<file path="config.mk">
export PLATFORM = sky130hd
export DESIGN_NAME = line_editor_with_timeout
export DESIGN_NICKNAME = d
export VERILOG_FILES = /design/src/lewt_pkg.sv /design/src/lewt_ctrl.sv /design/src/lewt_dp.sv /design/src/line_editor_with_timeout.sv
export SDC_FILE = /design/constraint.sdc
export NUM_CORES = 1
export LEC_CHECK = 0
export BUFFER_PORTS_ARGS = -buffer_cell sky130_fd_sc_hd__buf_2
export CAP_MARGIN = 20
export CORE_UTILIZATION = 45
export CTS_CLUSTER_DIAMETER = 150
export DETAILED_ROUTE_END_ITERATION = 6
export PLACE_DENSITY = 0.61
export SYNTH_ARGS = -nofsm -noshare
export SYNTH_HDL_FRONTEND = slang
export SYNTH_SLANG_ARGS = --single-unit
</file>
<file path="constraint.sdc">
create_clock -name clk -period 3.7 [get_ports clk]
set_clock_uncertainty 0.2 [all_clocks]
set_input_delay 0.185 -clock clk [delete_from_list [all_inputs] [get_ports clk]]
set_output_delay 0.185 -clock clk [all_outputs]
set_load 0.1 [all_outputs]
</file>
<file path="src/lewt_pkg.sv">
// Shared constants, types and the character classifier for the line editor.
package lewt_pkg;

  localparam int BUFFER_DEPTH_DEF = 32;

  localparam int CHAR_W    = 7;
  localparam int TMO_W     = 24;
  localparam int CAP_W     = 6;
  localparam int LEN_W     = 5;
  localparam int CFG_IDX_W = 2;

  localparam logic [TMO_W-1:0] TIMEOUT_RESET  = 24'd240000;
  localparam logic [CAP_W-1:0] CAPACITY_RESET = 6'd32;

  // Configuration register indexes.
  localparam logic [CFG_IDX_W-1:0] CFG_TIMEOUT  = 2'd0;
  localparam logic [CFG_IDX_W-1:0] CFG_CAPACITY = 2'd1;

  // Characters with a special meaning.
  localparam logic [CHAR_W-1:0] CH_NUL    = 7'h00;
  localparam logic [CHAR_W-1:0] CH_BS     = 7'h08;
  localparam logic [CHAR_W-1:0] CH_LF     = 7'h0A;
  localparam logic [CHAR_W-1:0] CH_CR     = 7'h0D;
  localparam logic [CHAR_W-1:0] CH_CTRL_R = 7'h12;
  localparam logic [CHAR_W-1:0] CH_CTRL_U = 7'h15;
  localparam logic [CHAR_W-1:0] CH_CTRL_W = 7'h17;
  localparam logic [CHAR_W-1:0] CH_SP     = 7'h20;
  localparam logic [CHAR_W-1:0] CH_HASH   = 7'h23;
  localparam logic [CHAR_W-1:0] CH_AT     = 7'h40;
  localparam logic [CHAR_W-1:0] CH_DEL    = 7'h7F;

  // Character classes.
  localparam logic [2:0] CLS_STORE   = 3'd0;
  localparam logic [2:0] CLS_NEWLINE = 3'd1;
  localparam logic [2:0] CLS_ERASE   = 3'd2;
  localparam logic [2:0] CLS_SILENT  = 3'd3;
  localparam logic [2:0] CLS_REPRINT = 3'd4;
  localparam logic [2:0] CLS_KILL    = 3'd5;

  // Line end status codes.
  localparam logic [1:0] ST_OK       = 2'd0;
  localparam logic [1:0] ST_TIMEOUT  = 2'd1;
  localparam logic [1:0] ST_OVERFLOW = 2'd2;

  // Result kinds.
  localparam logic [1:0] KIND_ECHO = 2'd0;
  localparam logic [1:0] KIND_LINE = 2'd1;
  localparam logic [1:0] KIND_END  = 2'd2;

  // Sources of an emitted result.
  localparam logic [2:0] SRC_LF       = 3'd0;
  localparam logic [2:0] SRC_BS       = 3'd1;
  localparam logic [2:0] SRC_SP       = 3'd2;
  localparam logic [2:0] SRC_CHAR     = 3'd3;
  localparam logic [2:0] SRC_MEM_ECHO = 3'd4;
  localparam logic [2:0] SRC_MEM_LINE = 3'd5;
  localparam logic [2:0] SRC_END      = 3'd6;

  // Read limit selection.
  localparam logic [1:0] LEN_ZERO  = 2'd0;
  localparam logic [1:0] LEN_COUNT = 2'd1;
  localparam logic [1:0] LEN_CAPM1 = 2'd2;

  typedef struct packed {
    logic       latch_in;
    logic       idle_inc;
    logic       set_first;
    logic       dec;
    logic       clear_count;
    logic       store;
    logic       load_lim;
    logic [1:0] len_sel;
    logic       set_status;
    logic [1:0] end_status;
    logic       rd_issue;
    logic       rd_next;
    logic       emit;
    logic [2:0] src;
    logic       last;
    logic       clear_line;
  } cmd_t;

  typedef struct packed {
    logic       idle_like;
    logic       is_tick;
    logic [2:0] cls;
    logic       count_zero;
    logic       idle_hit;
    logic       store_ovf;
    logic       rd_done;
    logic       rd_final;
    logic       out_free;
  } stat_t;

  function automatic logic [2:0] char_class(input logic [CHAR_W-1:0] c);
    logic [2:0] r;
    case (c)
      CH_LF, CH_CR:                r = CLS_NEWLINE;
      CH_BS, CH_DEL:               r = CLS_ERASE;
      CH_HASH:                     r = CLS_SILENT;
      CH_CTRL_R:                   r = CLS_REPRINT;
      CH_AT, CH_CTRL_U, CH_CTRL_W: r = CLS_KILL;
      default:                     r = CLS_STORE;
    endcase
    return r;
  endfunction

endpackage

</file>
<file path="src/lewt_ctrl.sv">
// Sequencing state machine of the line editor.
module lewt_ctrl (
  input  logic             clk,
  input  logic             rst,
  input  logic             s_tvalid,
  output logic             s_tready,
  input  lewt_pkg::stat_t  st,
  output lewt_pkg::cmd_t   cmd
);

  localparam logic [2:0] S_IDLE    = 3'd0;
  localparam logic [2:0] S_DECODE  = 3'd1;
  localparam logic [2:0] S_ECHO_A  = 3'd2;
  localparam logic [2:0] S_ECHO_B  = 3'd3;
  localparam logic [2:0] S_ECHO_C  = 3'd4;
  localparam logic [2:0] S_RD_CHK  = 3'd5;
  localparam logic [2:0] S_RD_EMIT = 3'd6;
  localparam logic [2:0] S_END     = 3'd7;

  logic [2:0] state, state_next;
  logic [2:0] op, op_next;
  logic       ovf, ovf_next;
  logic       rd_line, rd_line_next;

  assign s_tready = (state == S_IDLE);

  always_ff @(posedge clk) begin
    if (rst) begin
      state <= S_IDLE;
    end else begin
      state <= state_next;
    end
    op      <= op_next;
    ovf     <= ovf_next;
    rd_line <= rd_line_next;
  end

  always_comb begin
    cmd          = '0;
    state_next   = state;
    op_next      = op;
    ovf_next     = ovf;
    rd_line_next = rd_line;
    case (state)
      S_IDLE: begin
        if (s_tvalid) begin
          cmd.latch_in = 1'b1;
          state_next   = S_DECODE;
        end
      end
      S_DECODE: begin
        if (st.idle_like) begin
          cmd.idle_inc = 1'b1;
          if (st.idle_hit) begin
            cmd.load_lim   = 1'b1;
            cmd.len_sel    = lewt_pkg::LEN_ZERO;
            cmd.set_status = 1'b1;
            cmd.end_status = lewt_pkg::ST_TIMEOUT;
            rd_line_next   = 1'b1;
            state_next     = S_RD_CHK;
          end else begin
            state_next = S_IDLE;
          end
        end else if (st.is_tick) begin
          state_next = S_IDLE;
        end else begin
          cmd.set_first = 1'b1;
          op_next       = st.cls;
          state_next    = S_ECHO_A;
          case (st.cls)
            lewt_pkg::CLS_ERASE: begin
              if (st.count_zero) begin
                state_next = S_IDLE;
              end else begin
                cmd.dec = 1'b1;
              end
            end
            lewt_pkg::CLS_SILENT: begin
              cmd.dec    = !st.count_zero;
              state_next = S_IDLE;
            end
            lewt_pkg::CLS_KILL: begin
              cmd.clear_count = 1'b1;
            end
            lewt_pkg::CLS_STORE: begin
              cmd.store = 1'b1;
              ovf_next  = st.store_ovf;
            end
            default: begin
            end
          endcase
        end
      end
      S_ECHO_A: begin
        if (st.out_free) begin
          cmd.emit = 1'b1;
          case (op)
            lewt_pkg::CLS_NEWLINE: begin
              cmd.src        = lewt_pkg::SRC_LF;
              cmd.load_lim   = 1'b1;
              cmd.len_sel    = lewt_pkg::LEN_COUNT;
              cmd.set_status = 1'b1;
              cmd.end_status = lewt_pkg::ST_OK;
              rd_line_next   = 1'b1;
              state_next     = S_RD_CHK;
            end
            lewt_pkg::CLS_ERASE: begin
              cmd.src    = lewt_pkg::SRC_BS;
              state_next = S_ECHO_B;
            end
            lewt_pkg::CLS_REPRINT: begin
              cmd.src      = lewt_pkg::SRC_LF;
              cmd.last     = st.count_zero;
              cmd.load_lim = 1'b1;
              cmd.len_sel  = lewt_pkg::LEN_COUNT;
              rd_line_next = 1'b0;
              state_next   = S_RD_CHK;
            end
            lewt_pkg::CLS_KILL: begin
              cmd.src    = lewt_pkg::SRC_LF;
              cmd.last   = 1'b1;
              state_next = S_IDLE;
            end
            default: begin
              cmd.src  = lewt_pkg::SRC_CHAR;
              cmd.last = !ovf;
              if (ovf) begin
                cmd.load_lim   = 1'b1;
                cmd.len_sel    = lewt_pkg::LEN_CAPM1;
                cmd.set_status = 1'b1;
                cmd.end_status = lewt_pkg::ST_OVERFLOW;
                rd_line_next   = 1'b1;
                state_next     = S_RD_CHK;
              end else begin
                state_next = S_IDLE;
              end
            end
          endcase
        end
      end
      S_ECHO_B: begin
        if (st.out_free) begin
          cmd.emit   = 1'b1;
          cmd.src    = lewt_pkg::SRC_SP;
          state_next = S_ECHO_C;
        end
      end
      S_ECHO_C: begin
        if (st.out_free) begin
          cmd.emit   = 1'b1;
          cmd.src    = lewt_pkg::SRC_BS;
          cmd.last   = 1'b1;
          state_next = S_IDLE;
        end
      end
      S_RD_CHK: begin
        if (st.rd_done) begin
          state_next = rd_line ? S_END : S_IDLE;
        end else begin
          cmd.rd_issue = 1'b1;
          state_next   = S_RD_EMIT;
        end
      end
      S_RD_EMIT: begin
        if (st.out_free) begin
          cmd.emit    = 1'b1;
          cmd.src     = rd_line ? lewt_pkg::SRC_MEM_LINE : lewt_pkg::SRC_MEM_ECHO;
          cmd.last    = !rd_line && st.rd_final;
          cmd.rd_next = 1'b1;
          state_next  = S_RD_CHK;
        end
      end
      S_END: begin
        if (st.out_free) begin
          cmd.emit       = 1'b1;
          cmd.src        = lewt_pkg::SRC_END;
          cmd.last       = 1'b1;
          cmd.clear_line = 1'b1;
          state_next     = S_IDLE;
        end
      end
      default: begin
        state_next = S_IDLE;
      end
    endcase
  end

endmodule

</file>
<file path="src/lewt_dp.sv">
// Datapath of the line editor: settings, counters, line buffer and output register.
module lewt_dp #(
  parameter int BUFFER_DEPTH = lewt_pkg::BUFFER_DEPTH_DEF
) (
  input  logic                              clk,
  input  logic                              rst,
  input  logic                              cfg_valid,
  output logic                              cfg_ready,
  input  logic [lewt_pkg::CFG_IDX_W-1:0]    cfg_index,
  input  logic [lewt_pkg::TMO_W-1:0]        cfg_data,
  input  logic                              in_kind,
  input  logic [lewt_pkg::CHAR_W-1:0]       in_char_d,
  input  lewt_pkg::cmd_t                    cmd,
  output lewt_pkg::stat_t                   st,
  output logic                              out_valid,
  input  logic                              out_ready,
  output logic [1:0]                        out_kind,
  output logic [lewt_pkg::CHAR_W-1:0]       out_byte,
  output logic [1:0]                        out_status,
  output logic [lewt_pkg::LEN_W-1:0]        out_len,
  output logic                              out_last
);

  localparam int CNT_W = $clog2(BUFFER_DEPTH + 1);
  localparam int AW    = $clog2(BUFFER_DEPTH);

  logic [lewt_pkg::TMO_W-1:0]  tmo;
  logic [lewt_pkg::CAP_W-1:0]  cap;
  logic                        kind_q;
  logic [lewt_pkg::CHAR_W-1:0] char_q;
  logic [CNT_W-1:0]            count;
  logic [lewt_pkg::TMO_W-1:0]  idle_cnt;
  logic                        got_first;
  logic [CNT_W-1:0]            k;
  logic [CNT_W-1:0]            lim;
  logic [1:0]                  end_status;
  logic [lewt_pkg::CHAR_W-1:0] mem [BUFFER_DEPTH];
  logic [lewt_pkg::CHAR_W-1:0] mem_q;

  logic [lewt_pkg::CAP_W-1:0]  cap_eff;
  logic [lewt_pkg::TMO_W-1:0]  idle_inc;
  logic [CNT_W-1:0]            lim_sel;
  logic [7:0]                  lim_ext;
  logic                        out_free;

  assign cfg_ready = 1'b1;

  // Capacity of zero acts as one, anything above the buffer depth as the depth.
  always_comb begin
    cap_eff = cap;
    if (cap == '0) begin
      cap_eff = lewt_pkg::CAP_W'(1);
    end else if (cap > lewt_pkg::CAP_W'(BUFFER_DEPTH)) begin
      cap_eff = lewt_pkg::CAP_W'(BUFFER_DEPTH);
    end
  end

  assign idle_inc = idle_cnt + 1'b1;
  assign out_free = !out_valid || out_ready;

  always_comb begin
    case (cmd.len_sel)
      lewt_pkg::LEN_COUNT: lim_sel = count;
      lewt_pkg::LEN_CAPM1: lim_sel = CNT_W'(cap_eff - 1'b1);
      default:             lim_sel = '0;
    endcase
  end

  assign lim_ext = 8'(lim);

  assign st.idle_like  = !got_first && (!kind_q || char_q == lewt_pkg::CH_NUL);
  assign st.is_tick    = !kind_q;
  assign st.cls        = lewt_pkg::char_class(char_q);
  assign st.count_zero = (count == '0);
  assign st.idle_hit   = (idle_inc >= tmo);
  assign st.store_ovf  = ((7'(count) + 7'd1) >= 7'(cap_eff));
  assign st.rd_done    = (k == lim);
  assign st.rd_final   = ((7'(k) + 7'd1) == 7'(lim));
  assign st.out_free   = out_free;

  always_ff @(posedge clk) begin
    if (rst) begin
      tmo       <= lewt_pkg::TIMEOUT_RESET;
      cap       <= lewt_pkg::CAPACITY_RESET;
      count     <= '0;
      idle_cnt  <= '0;
      got_first <= 1'b0;
      out_valid <= 1'b0;
    end else begin
      if (cfg_valid && cfg_ready) begin
        if (cfg_index == lewt_pkg::CFG_TIMEOUT) begin
          tmo <= cfg_data;
        end else if (cfg_index == lewt_pkg::CFG_CAPACITY) begin
          cap <= cfg_data[lewt_pkg::CAP_W-1:0];
        end
      end
      if (cmd.idle_inc) begin
        idle_cnt <= idle_inc;
      end
      if (cmd.set_first) begin
        got_first <= 1'b1;
      end
      if (cmd.dec) begin
        count <= count - 1'b1;
      end else if (cmd.clear_count) begin
        count <= '0;
      end else if (cmd.store) begin
        count <= count + 1'b1;
      end
      if (cmd.clear_line) begin
        count     <= '0;
        idle_cnt  <= '0;
        got_first <= 1'b0;
      end
      if (cmd.emit) begin
        out_valid <= 1'b1;
      end else if (out_ready) begin
        out_valid <= 1'b0;
      end
    end
  end

  // Payload registers.
  always_ff @(posedge clk) begin
    if (cmd.latch_in) begin
      kind_q <= in_kind;
      char_q <= in_char_d;
    end
    if (cmd.load_lim) begin
      lim <= lim_sel;
      k   <= '0;
    end else if (cmd.rd_next) begin
      k <= k + 1'b1;
    end
    if (cmd.set_status) begin
      end_status <= cmd.end_status;
    end
    if (cmd.emit) begin
      out_last   <= cmd.last;
      out_status <= 2'b00;
      out_len    <= '0;
      case (cmd.src)
        lewt_pkg::SRC_LF: begin
          out_kind <= lewt_pkg::KIND_ECHO;
          out_byte <= lewt_pkg::CH_LF;
        end
        lewt_pkg::SRC_BS: begin
          out_kind <= lewt_pkg::KIND_ECHO;
          out_byte <= lewt_pkg::CH_BS;
        end
        lewt_pkg::SRC_SP: begin
          out_kind <= lewt_pkg::KIND_ECHO;
          out_byte <= lewt_pkg::CH_SP;
        end
        lewt_pkg::SRC_CHAR: begin
          out_kind <= lewt_pkg::KIND_ECHO;
          out_byte <= char_q;
        end
        lewt_pkg::SRC_MEM_ECHO: begin
          out_kind <= lewt_pkg::KIND_ECHO;
          out_byte <= mem_q;
        end
        lewt_pkg::SRC_MEM_LINE: begin
          out_kind <= lewt_pkg::KIND_LINE;
          out_byte <= mem_q;
        end
        default: begin
          out_kind   <= lewt_pkg::KIND_END;
          out_byte   <= '0;
          out_status <= end_status;
          out_len    <= lim_ext[lewt_pkg::LEN_W-1:0];
        end
      endcase
    end
  end

  // Line buffer: one write port, one registered read port.
  always_ff @(posedge clk) begin
    if (cmd.store) begin
      mem[count[AW-1:0]] <= char_q;
    end
    if (cmd.rd_issue) begin
      mem_q <= mem[k[AW-1:0]];
    end
  end

  a_emit_free: assert property (@(posedge clk) disable iff (rst)
    cmd.emit |-> out_free)
    else $error("result emitted while the output register is still occupied");

  a_store_room: assert property (@(posedge clk) disable iff (rst)
    cmd.store |-> (7'(count) < 7'(BUFFER_DEPTH)))
    else $error("character stored past the end of the line buffer");

  a_line_cleared: assert property (@(posedge clk) disable iff (rst)
    cmd.clear_line |=> (count == '0) && !got_first && (idle_cnt == '0))
    else $error("line state not cleared after an end marker");

  a_read_in_range: assert property (@(posedge clk) disable iff (rst)
    cmd.rd_issue |-> (k < lim))
    else $error("line buffer read beyond the read limit");

endmodule

</file>
<file path="src/line_editor_with_timeout.sv">
// Top level of the console line editor with idle timeout.
//
// Usage: each request on the slave stream is one input item. s_tuser is the
// item kind (0 idle tick, 1 character) and s_tdata[6:0] the character. The
// block echoes stored characters, applies the erase, silent erase, reprint
// and line kill keys, and ends a line on CR or LF, when it reaches capacity,
// or when the idle tick limit passes before the first character. A finished
// line comes out on the master stream as its bytes and then one end marker.
// m_tlast marks the final result that an input item causes; an item may
// cause none. The configuration channel writes the timeout (index 0) and
// the line capacity (index 1); writes are taken at any time.
// Flow: s_tready is high only while the controller waits for an item.
// An item is taken in and then decoded; each echo result is then emitted,
// and each byte read from the line buffer (one write port, one registered
// read port) goes out as an address step and then a registered data step.
// The single output register holds a result while m_tready is low, and the
// controller waits until it can be refilled; nothing is dropped. Reset
// clears the line, the line and idle counters and the output, and restores
// the settings to their reset values; the line buffer needs no clearing.
module line_editor_with_timeout #(
  parameter int BUFFER_DEPTH = lewt_pkg::BUFFER_DEPTH_DEF
) (
  input  logic                           clk,
  input  logic                           rst,
  input  logic                           s_tvalid,
  output logic                           s_tready,
  input  logic [7:0]                     s_tdata,    // [6:0] char_in, [7] zero
  input  logic                           s_tuser,    // [0] kind
  output logic                           m_tvalid,
  input  logic                           m_tready,
  // [6:0] out_byte, [8:7] status, [13:9] line_length, [15:14] zero
  output logic [15:0]                    m_tdata,
  output logic [1:0]                     m_tuser,    // [1:0] out_kind
  output logic                           m_tlast,
  input  logic                           cfg_valid,
  output logic                           cfg_ready,
  input  logic [lewt_pkg::CFG_IDX_W-1:0] cfg_index,
  input  logic [lewt_pkg::TMO_W-1:0]     cfg_data
);

  lewt_pkg::cmd_t  cmd;
  lewt_pkg::stat_t st;

  logic [1:0]                  out_status;
  logic [lewt_pkg::LEN_W-1:0]  out_len;
  logic [lewt_pkg::CHAR_W-1:0] out_byte;

  lewt_ctrl u_ctrl (
    .clk      (clk),
    .rst      (rst),
    .s_tvalid (s_tvalid),
    .s_tready (s_tready),
    .st       (st),
    .cmd      (cmd)
  );

  lewt_dp #(
    .BUFFER_DEPTH (BUFFER_DEPTH)
  ) u_dp (
    .clk        (clk),
    .rst        (rst),
    .cfg_valid  (cfg_valid),
    .cfg_ready  (cfg_ready),
    .cfg_index  (cfg_index),
    .cfg_data   (cfg_data),
    .in_kind    (s_tuser),
    .in_char_d  (s_tdata[lewt_pkg::CHAR_W-1:0]),
    .cmd        (cmd),
    .st         (st),
    .out_valid  (m_tvalid),
    .out_ready  (m_tready),
    .out_kind   (m_tuser),
    .out_byte   (out_byte),
    .out_status (out_status),
    .out_len    (out_len),
    .out_last   (m_tlast)
  );

  // Result fields packed from the lowest bit up, padded to two bytes.
  assign m_tdata = {2'b00, out_len, out_status, out_byte};

endmodule
</file>
==> reports/qor.csv <==
metric,value,unit
synth_area,15300,sq um
synth.distinct_cells,70,
cp.depth,13,
min_path_type,input port to register,
worstPathCellList,ha_1 > and3_1 > and4_1 > and4_1 > buf_4 > xor2_1 > ha_1 > nand4_1 > nor2_1 > nand4_1 > or3_1 > a31o_2 > o21ai_2,
crit_path_start,u_dp.idle_cnt[0],
clock.fmax,0.287,GHz
portBuffers,57,
core_area,33400,sq um
worst_pin_slew,0.759,ns
synth_edf_count,269,
ff2ff_setup_slack,0.22,ns
antenna_cells,0,
cts_max_path_buffers,3,
path_buf_inv,1,
routed_via_density,5.38,
dp_hpwl,22600,um
grt_pass1_wl,53000,um
worst_path_max_delay_cell,or3_1,
post_drt_wl_per_cell,19.4,um
cts_tree,done,
vdd_drop_max,338,uV
die_x,186,um
insertion_delay,0.53,ns
startpoint_type,register,
ys_ff_latch,340,
dpl_cell_area,16600,sq um
fin_crit_sh,0.942,
yosysSeqAreaShare,0.623,
drtIter0Drc,864,
rows,67,
cts_root_buf,clkbuf_16,
endpoint,u_dp.end_status[0],
period_needed,3.48,ns
dieArea,34600,sq um
drt-total-wl,33900,um
setup-violations-final,0,
final_cell_area,18300,sq um
cp_data_required_time,3.72,ns
ios,62,
total_power,0.00826,W
antenna_found_initial,0,
gp_congestion,0.873,
slew_violations,0,
num-fill-cells,2785,
end_kind,register,
critPathMaxFanout,4,
vias,9411,
p_leak,6.45,nW
crit_type,register to register,
multi_input_area,5400,sq um
clkSinkCount,340,
r2r_cells,13,
drc_errors,0,
die_y,186,um
htreeDepth,2,
avgSynthCellArea,13.9,sq um
final_nets,1351,
slew_headroom,0.493,
grt_usage,0.204,
arrival,3.50,ns
ys_async_sr_fraction,0,
synth_flop_cell,edfxtp_1,
placed_cells,1628,
synthCells,1095,
drive_gt1_frac,0.244,
layout_common_cells,"edfxtp_1, nor2_1, nand2_1, buf_4, mux4_2",
cp_slowest_stage_delay,0.42,ns
grt_overflow_total,0,
antenna_left,0,
final.setup.tns,0,ns
cts_buffers,37,
dr.pass1.iters,5,
crit_family,simple AND/OR/NAND/NOR gates,
status,completed,
clk_pin_slew,0.06,ns
seq_area,9510,sq um
initial_core_util,0.456,
drv_cap,0,
r2r-start,u_dp.idle_cnt[0],
final-hold-violation-count,0,
final_common_cell,edfxtp_1,
grt_pass1_vias,9186,
yosysWarnings,0,
p_per_area,451,nW/um^2
synthToLayoutAreaGrowth,20.1,%
final_cells,1749,
grt_max_degree,36,
r2r-end,u_dp.end_status[0],
final cells by class:
cell class,count,share of cell area
Sequential cell,340,0.519
Clock inverter,25,0.0128
Multi-Input combinational cell,659,0.295
Tap cell,448,0.0306
Clock buffer,43,0.0535
Timing Repair Buffer,196,0.0818
Inverter,38,0.00778
layer usage:
layer | share of wire | global-route usage | vias to the layer above
li1 | - | - | 4468
met1 | 0.47 | 0.300 | 4629
met2 | 0.45 | 0.311 | 270
met3 | 0.057 | 0.0352 | 44
met4 | 0.021 | 0.0548 | 0
met5 | 0 | 0 | -
cell families (layout without fill, tap and decap cells):
family,after synthesis,after routing,share of synthesized area
AOI/OAI and AO/OA,137,137,0.0610
xor gates and xnor gates,67,67,0.0385
adders and majority gates,39,39,0.0320
buffers and inverters,97,302,0.0261
DFF,340,340,0.623
muxes,84,84,0.113
other,2,3,0.000492
and+or+nand+nor,329,329,0.106
repair_timing:
item,in CTS,in global routing
hold endpoints to repair,40,0
buffers inserted,0,3
setup endpoints to repair,0,16
gates resized for setup,0,8
hold buffers,49,0
how the worst min path moves through the flow:
stage	from	endpoint	slack (ns)	depth (start not counted)
after floorplan	s_tdata[0]	u_dp.char_q[0]	0.08	0
after global placement	s_tuser	u_dp.kind_q	0.16	1
after detailed placement	s_tuser	u_dp.kind_q	0.17	1
after CTS	cfg_index[1]	u_dp.tmo[22]	0.03	5
after global routing	cfg_index[1]	u_dp.tmo[0]	0.08	5
final	cfg_index[0]	u_dp.tmo[22]	0.05	5
where the power goes:
part / switching (W) / internal, W / total (W)
Sequential: 0.0000455 / 0.00416 / 0.00421
Combinational: 0.000246 / 0.000158 / 0.000404
Clock: 0.00152 / 0.00213 / 0.00365
cell usage after synthesis, types with 10 or more instances:
master / count / area, sq um
nand3_1: 24 / 120
ha_1: 39 / 488
nand4_1: 15 / 93.8
clkbuf_1: 43 / 161
inv_1: 36 / 135
nand2_1: 94 / 353
mux4_2: 70 / 1580
xnor2_1: 33 / 289
a21o_1: 10 / 75.1
nor2_1: 106 / 398
xor2_1: 34 / 298
edfxtp_1: 269 / 8080
and3_1: 11 / 68.8
dfxtp_1: 71 / 1420
o21ai_0: 21 / 105
nor2b_1: 10 / 62.6
a21oi_1: 47 / 235
and2_1: 11 / 68.8
per-stage QoR:
step	utilization	hold slack (ns)	worst slack, ns
4_1_cts	0.547	0.0343	0.0426
3_3_place_gp	0.496	0.163	0.176
3_5_place_dp	0.496	0.173	0.0658
2_1_floorplan	-	0.0839	0.0238
5_1_grt	0.548	0.0783	-0.00314
6_report	0.548	0.0535	0.216
state kept, by name (all words and copies together), names as in the netlist, 2 cells and up:
| name | cells |
|---|---|
| u_dp.mem | 224 |
| u_dp.idle_cnt | 24 |
| u_dp.tmo | 24 |
| u_dp.char_q | 7 |
| u_dp.mem_q | 7 |
| u_dp.out_byte | 7 |
| u_dp.cap | 6 |
| u_dp.count | 6 |
| u_dp.k | 6 |
| u_dp.lim | 6 |
| u_dp.out_len | 5 |
| u_ctrl.op | 3 |
| u_ctrl.state | 3 |
| u_dp.end_status | 2 |
| u_dp.out_kind | 2 |
| u_dp.out_status | 2 |
worst register-to-register path, cell delays in order, from the launching register on:
cell and delay, ns:
dfxtp_2 0.33, ha_1 0.20, and3_1 0.19, and4_1 0.21, and4_1 0.22, buf_4 0.15
xor2_1 0.14, ha_1 0.28, nand4_1 0.13, nor2_1 0.14, nand4_1 0.19, or3_1 0.42
a31o_2 0.30, o21ai_2 0.09
Power figures use the tool's default switching activity.
